File: src/rtl/efcd_pkg.sv
// Shared types and constants for the ECG falling-edge crossing detector.
// No dependencies; every other file of the block imports this package.
`default_nettype none
package efcd_pkg;

	localparam int VALUE_W   = 10;
	localparam int TIME_W    = 16;
	localparam int WIN_W     = 8;
	localparam int CT_W      = 24;
	localparam int SLOT_W    = 3;
	localparam int CFG_IDX_W = 2;
	localparam int CFG_W     = 10;

	localparam int MAX_CROSSINGS_DEF = 5;
	localparam int FRAC_BITS_DEF     = 8;
	localparam int QUEUE_DEPTH       = 2;

	localparam logic [VALUE_W-1:0] HIGH_LEVEL_RST     = 10'd1007;
	localparam logic [VALUE_W-1:0] LOW_LEVEL_RST      = 10'd16;
	localparam logic [VALUE_W-1:0] CROSSING_LEVEL_RST = 10'd511;
	localparam logic [WIN_W-1:0]   WINDOW_RST         = 8'd12;

	localparam logic [CFG_IDX_W-1:0] REG_HIGH_LEVEL     = 2'd0;
	localparam logic [CFG_IDX_W-1:0] REG_LOW_LEVEL      = 2'd1;
	localparam logic [CFG_IDX_W-1:0] REG_CROSSING_LEVEL = 2'd2;
	localparam logic [CFG_IDX_W-1:0] REG_WINDOW         = 2'd3;

	localparam logic KIND_RECORD   = 1'b0;
	localparam logic KIND_WITHDRAW = 1'b1;

	// One event handed from the classifier to the arithmetic back end.
	typedef struct packed {
		logic               kind;
		logic [SLOT_W-1:0]  slot;
		logic [SLOT_W-1:0]  count;
		logic [TIME_W-1:0]  t;
		logic [VALUE_W-1:0] num;
		logic [VALUE_W-1:0] dmag;
		logic               neg;
		logic               fault;
	} job_t;

endpackage
`default_nettype wire

File: src/rtl/efcd_front.sv
// Front end: configuration registers, the four-phase detection machine and
// event classification into jobs. Depends on efcd_pkg.
`default_nettype none
module efcd_front #(
	parameter int MAX_CROSSINGS = efcd_pkg::MAX_CROSSINGS_DEF
) (
	input  wire logic                           clk,
	input  wire logic                           arst_n,
	input  wire logic                           cfg_we,
	input  wire logic [efcd_pkg::CFG_IDX_W-1:0] cfg_index,
	input  wire logic [efcd_pkg::CFG_W-1:0]     cfg_data,
	input  wire logic                           in_valid,
	output      logic                           in_stall,
	input  wire logic [efcd_pkg::TIME_W-1:0]    sample_time,
	input  wire logic [efcd_pkg::VALUE_W-1:0]   sample_value,
	output      logic                           push_valid,
	input  wire logic                           push_ready,
	output      efcd_pkg::job_t                 push_job
);
	import efcd_pkg::*;

	localparam int CNT_W = $clog2(MAX_CROSSINGS + 1);

	typedef enum logic [1:0] {
		PH_WAIT_HIGH,
		PH_PEAK,
		PH_CROSS,
		PH_WAIT_LOW
	} phase_t;

	phase_t             phase_q, phase_d;
	logic [CNT_W-1:0]   count_q, count_d;
	logic [VALUE_W-1:0] prev_q, prev_d;
	logic [TIME_W-1:0]  peak_q, peak_d;
	logic [VALUE_W-1:0] high_q, low_q, cross_q;
	logic [WIN_W-1:0]   window_q;

	logic               accept;
	logic               active;
	logic               timeout;
	logic [TIME_W-1:0]  elapsed;
	logic               neg;
	logic [VALUE_W-1:0] dmag;
	logic               emit;
	job_t               job;

	assign in_stall = !push_ready;
	assign accept   = in_valid && !in_stall;
	assign active   = count_q < CNT_W'(MAX_CROSSINGS);
	assign elapsed  = sample_time - peak_q;
	assign timeout  = elapsed > TIME_W'(window_q);
	assign neg      = prev_q < sample_value;
	assign dmag     = neg ? (sample_value - prev_q) : (prev_q - sample_value);

	always_comb begin
		phase_d   = phase_q;
		count_d   = count_q;
		prev_d    = prev_q;
		peak_d    = peak_q;
		emit      = 1'b0;
		job.kind  = KIND_RECORD;
		job.slot  = SLOT_W'(count_q);
		job.count = SLOT_W'(count_q + 1'b1);
		job.t     = sample_time;
		job.num   = cross_q - sample_value;
		job.dmag  = dmag;
		job.neg   = neg;
		job.fault = (dmag == '0);
		case (phase_q)
			PH_WAIT_HIGH: begin
				if (sample_value >= high_q) begin
					prev_d  = sample_value;
					phase_d = PH_PEAK;
				end
			end
			PH_PEAK: begin
				if (sample_value < prev_q) begin
					peak_d  = sample_time - 1'b1;
					phase_d = PH_CROSS;
				end
				prev_d = sample_value;
			end
			PH_CROSS: begin
				if (timeout) begin
					phase_d = PH_WAIT_HIGH;
				end else begin
					prev_d = sample_value;
					if (sample_value < cross_q) begin
						emit    = 1'b1;
						count_d = count_q + 1'b1;
						phase_d = PH_WAIT_LOW;
					end
				end
			end
			PH_WAIT_LOW: begin
				if (timeout) begin
					phase_d = PH_WAIT_HIGH;
					if (count_q != '0) begin
						count_d = count_q - 1'b1;
					end
					emit      = 1'b1;
					job.kind  = KIND_WITHDRAW;
					job.slot  = SLOT_W'(count_d);
					job.count = SLOT_W'(count_d);
					job.fault = 1'b0;
				end else if (sample_value <= low_q) begin
					phase_d = PH_WAIT_HIGH;
				end
			end
			default: begin
				phase_d = PH_WAIT_HIGH;
			end
		endcase
	end

	assign push_valid = accept && active && emit;
	assign push_job   = job;

	always_ff @(posedge clk or negedge arst_n) begin
		if (!arst_n) begin
			phase_q  <= PH_WAIT_HIGH;
			count_q  <= '0;
			prev_q   <= '0;
			peak_q   <= '0;
			high_q   <= HIGH_LEVEL_RST;
			low_q    <= LOW_LEVEL_RST;
			cross_q  <= CROSSING_LEVEL_RST;
			window_q <= WINDOW_RST;
		end else begin
			if (cfg_we) begin
				case (cfg_index)
					REG_HIGH_LEVEL:     high_q   <= cfg_data;
					REG_LOW_LEVEL:      low_q    <= cfg_data;
					REG_CROSSING_LEVEL: cross_q  <= cfg_data;
					REG_WINDOW:         window_q <= cfg_data[WIN_W-1:0];
					default: ;
				endcase
			end
			// Once the list is full every sample is dropped without effect.
			if (accept && active) begin
				phase_q <= phase_d;
				count_q <= count_d;
				prev_q  <= prev_d;
				peak_q  <= peak_d;
			end
		end
	end

endmodule
`default_nettype wire

File: src/rtl/efcd_queue.sv
// Small job queue between the classifier and the arithmetic back end.
// Depends on efcd_pkg for the job type.
`default_nettype none
module efcd_queue #(
	parameter int DEPTH = efcd_pkg::QUEUE_DEPTH
) (
	input  wire logic           clk,
	input  wire logic           arst_n,
	input  wire logic           push_valid,
	output      logic           push_ready,
	input  wire efcd_pkg::job_t push_job,
	output      logic           pop_valid,
	input  wire logic           pop_ready,
	output      efcd_pkg::job_t pop_job
);
	import efcd_pkg::*;

	localparam int PTR_W = (DEPTH > 1) ? $clog2(DEPTH) : 1;
	localparam int CNT_W = $clog2(DEPTH + 1);

	job_t             entry_q [DEPTH];
	logic [PTR_W-1:0] wr_q, rd_q;
	logic [CNT_W-1:0] fill_q;
	logic             do_push, do_pop;

	assign push_ready = fill_q != CNT_W'(DEPTH);
	assign pop_valid  = fill_q != '0;
	assign pop_job    = entry_q[rd_q];
	assign do_push    = push_valid && push_ready;
	assign do_pop     = pop_valid && pop_ready;

	always_ff @(posedge clk) begin
		if (do_push) begin
			entry_q[wr_q] <= push_job;
		end
	end

	always_ff @(posedge clk or negedge arst_n) begin
		if (!arst_n) begin
			wr_q   <= '0;
			rd_q   <= '0;
			fill_q <= '0;
		end else begin
			if (do_push) begin
				wr_q <= (wr_q == PTR_W'(DEPTH - 1)) ? '0 : wr_q + 1'b1;
			end
			if (do_pop) begin
				rd_q <= (rd_q == PTR_W'(DEPTH - 1)) ? '0 : rd_q + 1'b1;
			end
			if (do_push && !do_pop) begin
				fill_q <= fill_q + 1'b1;
			end else if (do_pop && !do_push) begin
				fill_q <= fill_q - 1'b1;
			end
		end
	end

endmodule
`default_nettype wire

File: src/rtl/efcd_back.sv
// Back end: restoring divider for the interpolation, crossing time assembly
// and the output register. Depends on efcd_pkg.
`default_nettype none
module efcd_back #(
	parameter int FRAC_BITS = efcd_pkg::FRAC_BITS_DEF
) (
	input  wire logic                          clk,
	input  wire logic                          arst_n,
	input  wire logic                          job_valid,
	output      logic                          job_pop,
	input  wire efcd_pkg::job_t                job,
	output      logic                          out_valid,
	input  wire logic                          out_stall,
	output      logic                          event_kind,
	output      logic [efcd_pkg::SLOT_W-1:0]   slot,
	output      logic [efcd_pkg::CT_W-1:0]     crossing_time,
	output      logic                          divide_fault,
	output      logic [efcd_pkg::SLOT_W-1:0]   crossing_count
);
	import efcd_pkg::*;

	localparam int DVD_W  = VALUE_W + FRAC_BITS;
	localparam int STEP_W = $clog2(DVD_W + 1);

	typedef enum logic [1:0] {
		ST_IDLE,
		ST_DIV,
		ST_DONE
	} state_t;

	state_t             state_q;
	job_t               job_q;
	logic [VALUE_W-1:0] rem_q;
	logic [DVD_W-1:0]   dvd_q;
	logic [STEP_W-1:0]  step_q;
	logic [CT_W-1:0]    last_q;
	logic               out_valid_q;

	logic [VALUE_W:0]   trial;
	logic               fits;
	logic [VALUE_W-1:0] rem_next;
	logic [CT_W-1:0]    t_fix;
	logic [CT_W-1:0]    mag;
	logic [CT_W-1:0]    cross_time;
	logic               out_free;

	assign job_pop  = (state_q == ST_IDLE) && job_valid;
	assign out_free = !out_valid_q || !out_stall;

	// One quotient bit per cycle; the remainder stays below a nonzero divisor.
	assign trial    = {rem_q, dvd_q[DVD_W-1]};
	assign fits     = trial >= {1'b0, job_q.dmag};
	assign rem_next = fits ? VALUE_W'(trial - {1'b0, job_q.dmag}) : trial[VALUE_W-1:0];

	assign t_fix      = CT_W'({job_q.t, {FRAC_BITS{1'b0}}});
	assign mag        = job_q.fault ? '0 : CT_W'(dvd_q);
	assign cross_time = job_q.neg ? (t_fix + mag) : (t_fix - mag);

	always_ff @(posedge clk or negedge arst_n) begin
		if (!arst_n) begin
			state_q     <= ST_IDLE;
			out_valid_q <= 1'b0;
			last_q      <= '0;
		end else begin
			if (out_valid_q && !out_stall && state_q != ST_DONE) begin
				out_valid_q <= 1'b0;
			end
			case (state_q)
				ST_IDLE: begin
					if (job_valid) begin
						job_q   <= job;
						rem_q   <= '0;
						dvd_q   <= {job.num, {FRAC_BITS{1'b0}}};
						step_q  <= STEP_W'(DVD_W);
						state_q <= (job.kind == KIND_RECORD) ? ST_DIV : ST_DONE;
					end
				end
				ST_DIV: begin
					rem_q  <= rem_next;
					dvd_q  <= {dvd_q[DVD_W-2:0], fits};
					step_q <= step_q - 1'b1;
					if (step_q == STEP_W'(1)) begin
						state_q <= ST_DONE;
					end
				end
				ST_DONE: begin
					if (out_free) begin
						out_valid_q    <= 1'b1;
						event_kind     <= job_q.kind;
						slot           <= job_q.slot;
						divide_fault   <= job_q.fault;
						crossing_count <= job_q.count;
						if (job_q.kind == KIND_RECORD) begin
							crossing_time <= cross_time;
							last_q        <= cross_time;
						end else begin
							crossing_time <= last_q;
						end
						state_q <= ST_IDLE;
					end else if (out_valid_q && !out_stall) begin
						out_valid_q <= 1'b0;
					end
				end
				default: begin
					state_q <= ST_IDLE;
				end
			endcase
		end
	end

	assign out_valid = out_valid_q;

endmodule
`default_nettype wire

File: src/rtl/ecg_falling_edge_crossing_detector.sv
// Top level of the ECG falling-edge crossing detector.
// Depends on efcd_pkg, efcd_front, efcd_queue and efcd_back.
// Usage: samples arrive on the input channel (in_valid/in_stall with
// sample_time and sample_value); events leave on the output channel
// (out_valid/out_stall with event_kind, slot, crossing_time, divide_fault
// and crossing_count). Thresholds and the timeout window are written
// through cfg_we/cfg_index/cfg_data while the block is idle.
// The front end takes one sample per cycle while in_stall is low. Most
// samples cause no event. An event becomes a job in a two-entry queue;
// in_stall rises only while that queue is full.
// A recorded crossing is interpolated by a restoring divider that produces
// one quotient bit per cycle; the back end takes the job from the queue in
// its idle state, divides, and in the done state loads the event into the
// output register. A withdrawal needs no division and skips the divide state.
// If the receiver holds out_stall, the finished event stays in the output
// register, the back end waits, and the queue absorbs up to two more events
// before the input is stalled.
// Reset restores the register defaults, clears the crossing list and puts
// the machine back to waiting for a high sample.
`default_nettype none
module ecg_falling_edge_crossing_detector #(
	parameter int MAX_CROSSINGS = efcd_pkg::MAX_CROSSINGS_DEF,
	parameter int FRAC_BITS     = efcd_pkg::FRAC_BITS_DEF
) (
	input  wire logic                           clk,
	input  wire logic                           arst_n,
	input  wire logic                           cfg_we,
	input  wire logic [efcd_pkg::CFG_IDX_W-1:0] cfg_index,
	input  wire logic [efcd_pkg::CFG_W-1:0]     cfg_data,
	input  wire logic                           in_valid,
	output      logic                           in_stall,
	input  wire logic [efcd_pkg::TIME_W-1:0]    sample_time,
	input  wire logic [efcd_pkg::VALUE_W-1:0]   sample_value,
	output      logic                           out_valid,
	input  wire logic                           out_stall,
	output      logic                           event_kind,
	output      logic [efcd_pkg::SLOT_W-1:0]    slot,
	output      logic [efcd_pkg::CT_W-1:0]      crossing_time,
	output      logic                           divide_fault,
	output      logic [efcd_pkg::SLOT_W-1:0]    crossing_count
);
	import efcd_pkg::*;

	logic push_valid, push_ready;
	job_t push_job;
	logic pop_valid, pop_ready;
	job_t pop_job;

	efcd_front #(
		.MAX_CROSSINGS(MAX_CROSSINGS)
	) u_front (
		.clk         (clk),
		.arst_n      (arst_n),
		.cfg_we      (cfg_we),
		.cfg_index   (cfg_index),
		.cfg_data    (cfg_data),
		.in_valid    (in_valid),
		.in_stall    (in_stall),
		.sample_time (sample_time),
		.sample_value(sample_value),
		.push_valid  (push_valid),
		.push_ready  (push_ready),
		.push_job    (push_job)
	);

	efcd_queue #(
		.DEPTH(QUEUE_DEPTH)
	) u_queue (
		.clk       (clk),
		.arst_n    (arst_n),
		.push_valid(push_valid),
		.push_ready(push_ready),
		.push_job  (push_job),
		.pop_valid (pop_valid),
		.pop_ready (pop_ready),
		.pop_job   (pop_job)
	);

	efcd_back #(
		.FRAC_BITS(FRAC_BITS)
	) u_back (
		.clk           (clk),
		.arst_n        (arst_n),
		.job_valid     (pop_valid),
		.job_pop       (pop_ready),
		.job           (pop_job),
		.out_valid     (out_valid),
		.out_stall     (out_stall),
		.event_kind    (event_kind),
		.slot          (slot),
		.crossing_time (crossing_time),
		.divide_fault  (divide_fault),
		.crossing_count(crossing_count)
	);

	// A withdrawal never reports a divide fault.
	a_withdraw_no_fault: assert property (@(posedge clk) disable iff (!arst_n)
		(out_valid && event_kind == KIND_WITHDRAW) |-> !divide_fault)
		else $error("withdrawal event carries a divide fault");

	// A recorded crossing sits just below the new count.
	a_record_count: assert property (@(posedge clk) disable iff (!arst_n)
		(out_valid && event_kind == KIND_RECORD) |->
		(crossing_count == SLOT_W'(slot + 1'b1)))
		else $error("recorded crossing slot does not match count");

	// A withdrawn crossing takes the slot freed by the decrement.
	a_withdraw_count: assert property (@(posedge clk) disable iff (!arst_n)
		(out_valid && event_kind == KIND_WITHDRAW) |-> (crossing_count == slot))
		else $error("withdrawn crossing slot does not match count");

	// The back end only takes a job when one is queued.
	a_pop_nonempty: assert property (@(posedge clk) disable iff (!arst_n)
		pop_ready |-> pop_valid)
		else $error("job taken from an empty queue");

endmodule
`default_nettype wire
File: config.mk
export PLATFORM = sky130hd
export DESIGN_NAME = ecg_falling_edge_crossing_detector
export DESIGN_NICKNAME = d
export VERILOG_FILES = /design/src/rtl/efcd_pkg.sv /design/src/rtl/efcd_front.sv /design/src/rtl/efcd_queue.sv /design/src/rtl/efcd_back.sv /design/src/rtl/ecg_falling_edge_crossing_detector.sv
export SDC_FILE = /design/constraint.sdc
export NUM_CORES = 1
export LEC_CHECK = 0
export BUFFER_PORTS_ARGS = -buffer_cell sky130_fd_sc_hd__buf_2
export CAP_MARGIN = 10
export CORE_ASPECT_RATIO = 0.6
export CORE_MARGIN = 4
export CORE_UTILIZATION = 66
export CTS_CLUSTER_DIAMETER = 30
export DETAILED_ROUTE_END_ITERATION = 10
export MAX_ROUTING_LAYER = met4
export PLACE_DENSITY = 0.85
export SLEW_MARGIN = 0
export SYNTH_ARGS = -nofsm -noshare
export SYNTH_HDL_FRONTEND = slang
export SYNTH_HIERARCHICAL = 1
export SYNTH_SLANG_ARGS = --single-unit
File: constraint.sdc
create_clock -name clk -period 12.7 [get_ports clk]
set_input_delay 0.635 -clock clk [delete_from_list [all_inputs] [get_ports clk]]
set_output_delay 0.635 -clock clk [all_outputs]
set_load 0.01 [all_outputs]
==> results of run 1 <==
==> placed cells by master, fill, tap and decap left out, types with 8 or more instances in the layout <==
cell       count
a211oi_1      15
a21o_1        15
a21oi_1       59
a31oi_1       17
and2_1        15
buf_2         75
buf_4         11
clkbuf_16     39
dfrtp_1       78
dfstp_2       21
edfxtp_1     190
ha_1         115
inv_1        119
mux2_2        59
mux2_4        39
mux2i_1       35
nand2_1      131
nand2b_1      19
nand3_1       20
nand4_1       18
nor2_1        86
nor2b_1       19
nor3_1        34
nor4_1        10
o211ai_1      10
o21a_1         9
o21ai_0       72
o21bai_1       8
o31ai_1       11
or3_1         10
xnor2_1       38
xor2_1        25
==> metal layers <==
metal / vias to the layer above / global-route usage [%] / share of wire (%) / wire length, um
li1: 5633 / - / - / -
met1: 5728 / 41.0 / 48 / 18200
met3: 53 / 4.40 / 6.9 / 2590
met5: - / - / 0 / 0
met2: 428 / 39.3 / 43 / 16400
met4: 0 / 5.15 / 1.6 / 606
==> area by class of cell <==
class / instances / area share [%]
Tap cell: 329 / 2.20
Inverter: 121 / 2.43
Multi-Input combinational cell: 1035 / 42.1
Timing Repair Buffer: 86 / 2.45
Clock buffer: 42 / 5.38
Sequential cell: 290 / 44.0
Clock inverter: 27 / 1.51
==> Yosys cell counts (19+ instances only) <==
cell type / instances
buf_4: 19
xnor2_1: 38
a21oi_1: 59
o21ai_0: 72
nand2b_1: 19
edfxtp_1: 190
nor2b_1: 19
inv_1: 119
mux2_2: 59
nor2_1: 88
nand3_1: 20
ha_1: 115
clkbuf_1: 28
mux2i_1: 35
nor3_1: 35
dfstp_2: 21
nand2_1: 131
mux2_4: 39
xor2_1: 25
dfrtp_1: 79
==> worst reg2reg max path, cell delays in order (launching register included) <==
cell       delay [ps]
dfrtp_1           380
ha_1              210
fa_1              410
or2b_2            320
a21oi_1           420
o21a_1            170
nor2_1             50
xnor2_1           140
ha_1              310
nand2_1            70
o21ai_0           100
o22ai_1           220
o2111ai_1         130
nor4bb_1          990
nand2_4           210
mux2_2            330
nor2_1            100
nand2_1           140
nor2_4            520
buf_4             430
==> report_power, final <==
group	internal (W)	leakage, nW	switching [W]
logic	0.000821	4.47	0.00120
clock network	0.000648	0.632	0.000425
registers	0.00138	2.91	0.000172
total	0.00284	8.01	0.00180
==> stage by stage <==
stage / cells / setup slack, ps / total power (W)
floorplan: 1515 / 6500 / 0.00306
global placement: 1861 / 6450 / 0.00343
detailed placement: 1861 / 6230 / 0.00353
CTS: 1930 / 6750 / 0.00462
global route: 1930 / 6290 / 0.00494
finish: 1930 / 6700 / 0.00464
==> final timing paths <==
| path | start | endpoint | cells after the start |
|---|---|---|---|
| max in group asynchronous | arst_n | u_queue/rd_q$_DFFE_PN0P_ | 2 |
| min in group clk | cfg_data[8] | u_front/high_q[8]$_DFFE_PN1P_ | 3 |
| worst min-delay path | arst_n | u_back/out_valid$_DFF_PN0_ | 1 |
| worst min register to register | u_back/job_q[41]$_DFFE_PP_ | u_back/slot[0]$_DFFE_PP_ | 0 |
| worst max-delay path | u_front/peak_q[0]$_DFFE_PN0P_ | u_queue/entry_q[0][6]$_DFFE_PP_ | 19 |
| worst max register to register | u_front/peak_q[0]$_DFFE_PN0P_ | u_queue/entry_q[0][6]$_DFFE_PP_ | 19 |
==> flip-flops by register name (all words and copies together), names as in the netlist, 2 cells and up <==
register,count
u_queue/entry_q,90
u_back/job_q,35
u_back/crossing_time,24
u_back/last_q,24
u_back/dvd_q,18
u_front/peak_q,16
u_back/rem_q,10
u_front/cross_q,10
u_front/high_q,10
u_front/low_q,10
u_front/prev_q,10
u_front/window_q,8
u_back/step_q,5
u_back/crossing_count,3
u_back/slot,3
u_front/count_q,3
u_back/state_q,2
u_front/phase_q,2
u_queue/fill_q,2
==> logic make-up after synthesis <==
group,after synthesis
compound gates,305
mux,134
xor+xnor,63
flops,290
buf+inv,190
fa+ha+maj,121
simple gates,412
==> results.sh, run 1 <==
export IMPL_status="finished clean"
export IMPL_seqCellArea_um2=8240
export IMPL_power_leakage_nw=8.01
export IMPL_timing_slew_headroom_pct=17.8
export IMPL_multi_input_area_um2=7880
export IMPL_synth_area_leader_cell="edfxtp_1"
export IMPL_antennaDiodeCount=0
export IMPL_grt_pass1_wl_mm=61.4
export IMPL_tightest_slew_ps=1220
export IMPL_synth_cells=1515
export IMPL_path_buf_inv=1
export IMPL_max_stage_delay_ps=990
export IMPL_slew_viol_final=0
export IMPL_ys_types=99
export IMPL_max_freq_mhz=167
export IMPL_yosysSeqAreaShare_pct=48.4
export IMPL_via_per_inst=6.14
export IMPL_drive_above_1_share_pct=19.7
export IMPL_critPathMaxFanout=24
export IMPL_initial_core_util_pct=67.2
export IMPL_drt_iter0_drc=1386
export IMPL_synth_adder_area_share_pct=9.16
export IMPL_post_drt_wl_per_cell_um=19.6
export IMPL_cp_slowest_cell="nor4bb_1"
export IMPL_crit_family="simple AND/OR/NAND/NOR gates"
export IMPL_port_buffers=76
export IMPL_grt_overflow_total=0
export IMPL_post_route_period_util_pct=47.2
export IMPL_hp_class="primary input to asynchronous set/reset pin"
export IMPL_cp_arrival_ps=6190
export IMPL_placed_area_um2=17400
export IMPL_htree_levels=2
export IMPL_fp_row_count=45
export IMPL_yosys_area_share_simple_pct=12.0
export IMPL_hold_worst_slack_ps=40.2
export IMPL_cts_tree="built"
export IMPL_root_buffer="clkbuf_16"
export IMPL_track_usage_pct=27.1
export IMPL_fp_dieArea_um2=28500
export IMPL_synthesis_nets=1679
export IMPL_crit_type="register to register"
export IMPL_firstDrtPassIters=5
export IMPL_timing_max_cap_violations=0
export IMPL_crit_required_ps=12890
export IMPL_clk_pin_slew_worst_paths_ps=60
export IMPL_avgSynthCellArea_um2=11.2
export IMPL_ant_nets=0
export IMPL_die_w_um=215
export IMPL_path_cells="ha_1, fa_1, or2b_2, a21oi_1, o21a_1, nor2_1, xnor2_1, ha_1, nand2_1, o21ai_0, o22ai_1, o2111ai_1, nor4bb_1, nand2_4, mux2_2, nor2_1, nand2_1, nor2_4, buf_4"
export IMPL_fin_nets=1736
export IMPL_synth_top_area_share_pct=33.5
export IMPL_setup_violations=0
export IMPL_grt_antenna_before_repair=0
export IMPL_end_kind="register"
export IMPL_powerDensity_nw_per_um2=248
export IMPL_synth_top_family_by_area="compound AO/OA/AOI/OAI gates"
export IMPL_ff2ff_setup_slack_ps=6700
export IMPL_hold_viol=0
export IMPL_clock_sinks=290
export IMPL_synth_mux_area_share_pct=9.47
export IMPL_fin_util_pct=73.9
export IMPL_dp_hpwl_mm=27.2
export IMPL_yosysWarnings=6
export IMPL_clock_skew_ps=14.1
export IMPL_synth_edff_count=190
export IMPL_grt_max_degree=74
export IMPL_vdd_drop_max_uv=128
export IMPL_synth_area_leaders="edfxtp_1, dfrtp_1, ha_1"
export IMPL_synth_compound_area_share_pct=12.3
export IMPL_cts_resized_gates=0
export IMPL_nFillCells=1690
export IMPL_setup_tns_ps=0
export IMPL_cts_buffers=38
export IMPL_ys_seq_elements=290
export IMPL_rsz0062_at_grt="no"
export IMPL_stdcell_area_um2=18700
export IMPL_core_area_um2=25300
export IMPL_place_gp_congestion=0.942
export IMPL_startpoint_type="register"
export IMPL_clock_path_buffers=3
export IMPL_die_h_um=132
export IMPL_async_reset_ff_share_pct=34.5
export IMPL_grt_pass1_vias=11600
export IMPL_synth_xor_area_share_pct=3.24
export IMPL_num_vias=11800
export IMPL_synthToLayoutAreaGrowth_pct=10.1
export IMPL_drc_errors=0
export IMPL_synth_flop_cell="edfxtp_1"
export IMPL_cts_hold_buffers=0
export IMPL_syn_area_um2=17000
export IMPL_cts_setup_buffers=0
export IMPL_clkLatencyLatePin_ps=520
export IMPL_min_period_ps=6000
export IMPL_io_pins=77
export IMPL_drt_wl_total_mm=37.8
(Power assumes the default switching activity.)
==> run 2, diff against run 1 <==
Settings changed: ABC_AREA from default to 1, CORE_UTILIZATION 66 to 63, PLACE_DENSITY 0.85 to 0.81.
Clock period 12.7 ns to 6.3 ns, I/O delays scaled along.
==> results.sh, run 2 <==
export IMPL_status="finished clean"
export IMPL_drt_iter0_drc=1611
export IMPL_powerDensity_nw_per_um2=487
export IMPL_path_cells="ha_1, fa_1, inv_1, nand2_1, nand2_1, and2_1, xor2_1, ha_1, nand2_1, nor2_1, nand4_1, nand2_1, nand2_1, nor2_1, nand2_1, nor2_4, nand2_2, nand2_1, nand3_2, inv_1, nand2_2, nor2_4, buf_4"
export IMPL_yosysMostFrequentCell="nand2_1"
export IMPL_slew_viol_final=0
export IMPL_syn_area_um2=17300
export IMPL_yosysWarnings=6
export IMPL_clock_path_buffers=3
export IMPL_setup_tns_ps=0
export IMPL_timing_max_cap_violations=0
export IMPL_synth_flop_cell="edfxtp_1"
export IMPL_cts_hold_buffers=2
export IMPL_p_total_w=0.00935
export IMPL_clk_pin_slew_worst_paths_ps=60
export IMPL_rsz0062_at_grt="no"
export IMPL_clock_skew_ps=29.9
export IMPL_via_per_inst=5.64
export IMPL_final_cell_mix="nand2_1, inv_1, edfxtp_1"
export IMPL_max_stage_delay_ps=650
export IMPL_grt_pass1_wl_mm=68.6
export IMPL_mostFrequentLayoutCell="nand2_1"
export IMPL_hp_class="primary input to register"
export IMPL_critPathMaxFanout=26
export IMPL_vdd_drop_max_uv=296
export IMPL_post_drt_wl_per_cell_um=17.0
export IMPL_dp_hpwl_mm=30.9
export IMPL_fin_nets=2281
export IMPL_synthesis_nets=2220
export IMPL_num_vias=14200
export IMPL_hold_viol=0
export IMPL_fp_row_count=46
export IMPL_grt_max_degree=62
export IMPL_io_pins=77
export IMPL_largest_reg_flops=90
export IMPL_avgSynthCellArea_um2=8.42
export IMPL_end_kind="register"
export IMPL_cts_buffers=40
export IMPL_min_period_ps=4540
export IMPL_post_route_period_util_pct=72.1
export IMPL_die_w_um=222
export IMPL_clkLatencyLatePin_ps=560
export IMPL_root_buffer="clkbuf_16"
export IMPL_drc_errors=0
export IMPL_cts_resized_gates=0
export IMPL_ys_types=47
export IMPL_drive_above_1_share_pct=11.5
export IMPL_async_reset_ff_share_pct=34.5
export IMPL_core_area_um2=26800
export IMPL_synth_area_leader_cell="edfxtp_1"
export IMPL_fp_dieArea_um2=30300
export IMPL_cts_setup_buffers=0
export IMPL_tightest_slew_ps=1070
export IMPL_timing_slew_headroom_pct=28.0
export IMPL_initial_core_util_pct=64.7
export IMPL_largest_registers="u_queue/entry_q: 90 flops, u_back/job_q: 35 flops"
export IMPL_synth_cells=2056
export IMPL_synth_edff_count=190
export IMPL_cp_slowest_cell="nor2_4"
export IMPL_ys_seq_elements=290
export IMPL_antennaDiodeCount=0
export IMPL_synth_top_area_share_pct=32.9
export IMPL_synthToLayoutAreaGrowth_pct=10.9
export IMPL_cpMostUsedCell="nand2_1"
export IMPL_yosysSeqAreaShare_pct=47.5
export IMPL_max_freq_mhz=220
export IMPL_place_gp_congestion=0.968
export IMPL_die_h_um=136
export IMPL_cts_tree="built"
export IMPL_yosys_top_cells_count="nand2_1, inv_1, edfxtp_1"
export IMPL_htree_levels=2
export IMPL_synth_area_leaders="edfxtp_1, nand2_1, dfrtp_1"
export IMPL_grt_overflow_total=0
export IMPL_regMostFlops="u_queue/entry_q"
export IMPL_setup_violations=0
export IMPL_clock_sinks=290
export IMPL_power_leakage_nw=9.13
export IMPL_ant_nets=0
export IMPL_startpoint_type="register"
export IMPL_firstDrtPassIters=6
export IMPL_grt_pass1_vias=13500
export IMPL_hold_worst_slack_ps=29.9
export IMPL_track_usage_pct=29.0
export IMPL_crit_required_ps=6510
export IMPL_port_buffers=76
export IMPL_drt_wl_total_mm=42.6
export IMPL_grt_antenna_before_repair=0
export IMPL_crit_type="register to register"
export IMPL_cp_arrival_ps=4750
run 2: path summary, 6_finish.rpt:
check	from	to	slack, ps	cells after the start
max	u_front/peak_q[0]$_DFFE_PN0P_	u_queue/entry_q[0][28]$_DFFE_PP_	1760	23
min	sample_time[15]	u_queue/entry_q[0][37]$_DFFE_PP_	30	1
max reg2reg	u_front/peak_q[0]$_DFFE_PN0P_	u_queue/entry_q[0][28]$_DFFE_PP_	1760	23
min reg2reg	u_back/job_q[41]$_DFFE_PP_	u_back/slot[0]$_DFFE_PP_	420	0
max in group asynchronous	arst_n	u_front/peak_q[3]$_DFFE_PN0P_	4700	3
min in group asynchronous	arst_n	u_front/peak_q[4]$_DFFE_PN0P_	320	2
run 2: power by group:
| part | switching, W | internal, W |
|---|---|---|
| sequential | 0.000287 | 0.00273 |
| clock | 0.000950 | 0.00134 |
| combinational | 0.00273 | 0.00131 |
run 2: area by class of cell:
type | count | area [um2]
Clock buffer | 43 | 1010
Clock inverter | 30 | 352
Fill cell | 1984 | 7560
Inverter | 292 | 1100
Multi-Input combinational cell | 1405 | 7580
Sequential cell | 290 | 8230
Tap cell | 360 | 450
Timing Repair Buffer | 88 | 482
run 2: through the flow:
stage / setup WS (ps) / instances / cell area, um2 / util [%]
2_1_floorplan: 1260 / 2056 / 17300 / -
3_3_place_gp: 1670 / 2432 / 17800 / 66.5
3_5_place_dp: 1580 / 2432 / 17800 / 66.5
4_1_cts: 1790 / 2507 / 19200 / 71.7
5_1_grt: 1440 / 2508 / 19200 / 71.8
6_report: 1760 / 2508 / 19200 / 71.8
run 2: kinds of logic (layout without fill, tap and decap cells):
| group | Yosys count | count (layout) | synth area share [%] |
|---|---|---|---|
| compound gates | 264 | 264 | 8.34 |
| flops | 290 | 290 | 47.5 |
| xor+xnor | 63 | 63 | 3.19 |
| fa+ha+maj | 121 | 121 | 9.00 |
| simple gates | 957 | 957 | 23.0 |
| buf+inv | 361 | 453 | 8.90 |
run 2: layer usage:
metal / part of all wire [%] / GRT usage, % / up-vias / wire length [um]
met3: 11 / 6.58 / 66 / 4490
li1: - / - / 6762 / -
met5: 0 / - / - / 0
met1: 46 / 42.7 / 6670 / 19500
met4: 1.8 / 7.40 / 0 / 782
met2: 42 / 41.1 / 657 / 17800
run 2: critical path, delay by kind of cell, from the launching register on:
kind                       cells  cell delay (ps)
adders and majority gates      3              910
and+or+nand+nor               16             2200
buffers and inverters          3              640
xor gates and xnor gates       1               80
DFF                            1              380
==> run 3, diff against run 2 <==
Clock period 6.3 ns to 4.4 ns, I/O delays scaled along.
==> results.sh, run 3 (synthesized netlist as in run 2, its figures left out) <==
export IMPL_cts_buffers=42
export IMPL_grt_max_degree=62
export IMPL_die_h_um=136
export IMPL_root_buffer="clkbuf_16"
export IMPL_clock_skew_ps=16.0
export IMPL_grt_overflow_total=0
export IMPL_status="finished clean"
export IMPL_core_area_um2=26800
export IMPL_post_drt_wl_per_cell_um=16.7
export IMPL_p_total_w=0.0137
export IMPL_antennaDiodeCount=0
export IMPL_mostFrequentLayoutCell="nand2_1"
export IMPL_vdd_drop_max_uv=363
export IMPL_hp_class="primary input to register"
export IMPL_timing_slew_headroom_pct=34.1
export IMPL_rsz0062_at_grt="no"
export IMPL_layout_setup_ws_ps=484
export IMPL_cts_tree="built"
export IMPL_startpoint_type="register"
export IMPL_via_per_inst=5.55
export IMPL_drt_wl_total_mm=42.5
export IMPL_placed_area_um2=17800
export IMPL_clock_sinks=290
export IMPL_slew_viol_final=0
export IMPL_clkLatencyLatePin_ps=550
export IMPL_port_buffers=76
export IMPL_cp_arrival_ps=4120
export IMPL_place_gp_congestion=1.00
export IMPL_crit_required_ps=4610
export IMPL_cts_setup_buffers=0
export IMPL_grt_pass1_vias=13400
export IMPL_power_leakage_nw=9.32
export IMPL_drc_errors=0
export IMPL_largest_registers="u_queue/entry_q: 90 flops, u_back/job_q: 35 flops"
export IMPL_die_w_um=222
export IMPL_largest_reg_flops=90
export IMPL_dp_hpwl_mm=30.5
export IMPL_clk_pin_slew_worst_paths_ps=50
export IMPL_clock_path_buffers=3
export IMPL_grt_pass1_wl_mm=68.5
export IMPL_track_usage_pct=29.0
export IMPL_drive_above_1_share_pct=11.6
export IMPL_critPathMaxFanout=23
export IMPL_crit_type="register to register"
export IMPL_fp_row_count=46
export IMPL_ant_nets=0
export IMPL_grt_antenna_before_repair=0
export IMPL_hold_viol=0
export IMPL_final_cell_mix="nand2_1, inv_1, edfxtp_1"
export IMPL_io_pins=77
export IMPL_end_kind="register"
export IMPL_fin_nets=2309
export IMPL_initial_core_util_pct=64.7
export IMPL_nFillCells=1948
export IMPL_post_route_period_util_pct=89.0
export IMPL_setup_violations=0
export IMPL_fp_dieArea_um2=30300
export IMPL_powerDensity_nw_per_um2=698
export IMPL_tightest_slew_ps=987
export IMPL_drt_iter0_drc=1677
export IMPL_stdcell_area_um2=19600
export IMPL_timing_max_cap_violations=0
export IMPL_place_ws_ps=450
export IMPL_synthToLayoutAreaGrowth_pct=13.1
export IMPL_regMostFlops="u_queue/entry_q"
export IMPL_max_freq_mhz=255
export IMPL_num_vias=14100
export IMPL_htree_levels=2
export IMPL_min_period_ps=3920
export IMPL_firstDrtPassIters=7
==> run 3: routing by layer <==
metal / vias to the layer above / GRT usage, % / part of all wire (%)
li1: 6827 / - / -
met1: 6582 / 42.3 / 46
met2: 620 / 42.5 / 44
met3: 64 / 5.46 / 8.9
met4: 0 / 7.09 / 1.8
met5: - / - / 0
==> run 3: timing repair <==
action                                 in CTS  in global routing
hold buffers                               25                  0
endpoints found under the hold margin      81                  0
gates resized for setup                     0                  0
==> run 3: worst paths after layout <==
path	from	to	slack, ps	cells after the start
setup / recovery	u_front/peak_q[0]$_DFFE_PN0P_	u_queue/entry_q[0][33]$_DFFE_PP_	480	23
setup reg to reg	u_front/peak_q[0]$_DFFE_PN0P_	u_queue/entry_q[0][33]$_DFFE_PP_	480	23
hold / removal	sample_value[4]	u_front/prev_q[4]$_DFFE_PN0P_	20	3
hold reg to reg	u_back/job_q[39]$_DFFE_PP_	u_back/crossing_count[1]$_DFFE_PP_	420	0
max in group asynchronous	arst_n	u_front/prev_q[6]$_DFFE_PN0P_	2700	4
min in group asynchronous	arst_n	u_front/window_q[6]$_DFFE_PN0P_	420	3
==> run 3: power by group <==
part	leakage [nW]	total, W	switching, W	internal (W)
logic	5.64	0.00581	0.00392	0.00190
registers	2.95	0.00433	0.000409	0.00392
clock network	0.730	0.00353	0.00131	0.00222
==> run 3: final cells by class <==
cell class / instances / area [um2] / area share (%)
well taps: 360 / 450 / 2.30
clock buffers: 45 / 1070 / 5.48
inverters: 292 / 1100 / 5.60
repair buffers: 114 / 731 / 3.73
flip-flops and latches: 290 / 8230 / 42.0
multi-input cells: 1405 / 7580 / 38.7
clock inverters: 33 / 424 / 2.17
==> run 3: worst max-delay path, stage by stage (launching register included) <==
cell and delay (ps):
dfrtp_1 380, ha_1 210, fa_1 410, inv_1 120, nand2_1 60, nand2_1 70, and2_1 160, xor2_1 80
ha_1 270, nand2_1 40, nor2_1 180, nand4_1 110, nand2_1 90, nand2_1 60, nor2_1 80, nand2_1 90
nor2_4 110, nand2_2 120, nand2_1 100, nand3_2 140, inv_1 110, nand2_2 120, nor2_4 130, buf_4 330
==> run 3: metrics by stage <==
stage | util (%) | hold slack [ps] | setup TNS, ps | std cells
6_report | 73.2 | 20.0 | 0 | 2539
2_1_floorplan | - | -75.6 | -55920 | 2056
3_3_place_gp | 66.7 | 402 | 0 | 2436
4_1_cts | 73.2 | 0.335 | 0 | 2539
5_1_grt | 73.2 | 21.3 | 0 | 2539
3_5_place_dp | 66.7 | 420 | 0 | 2436
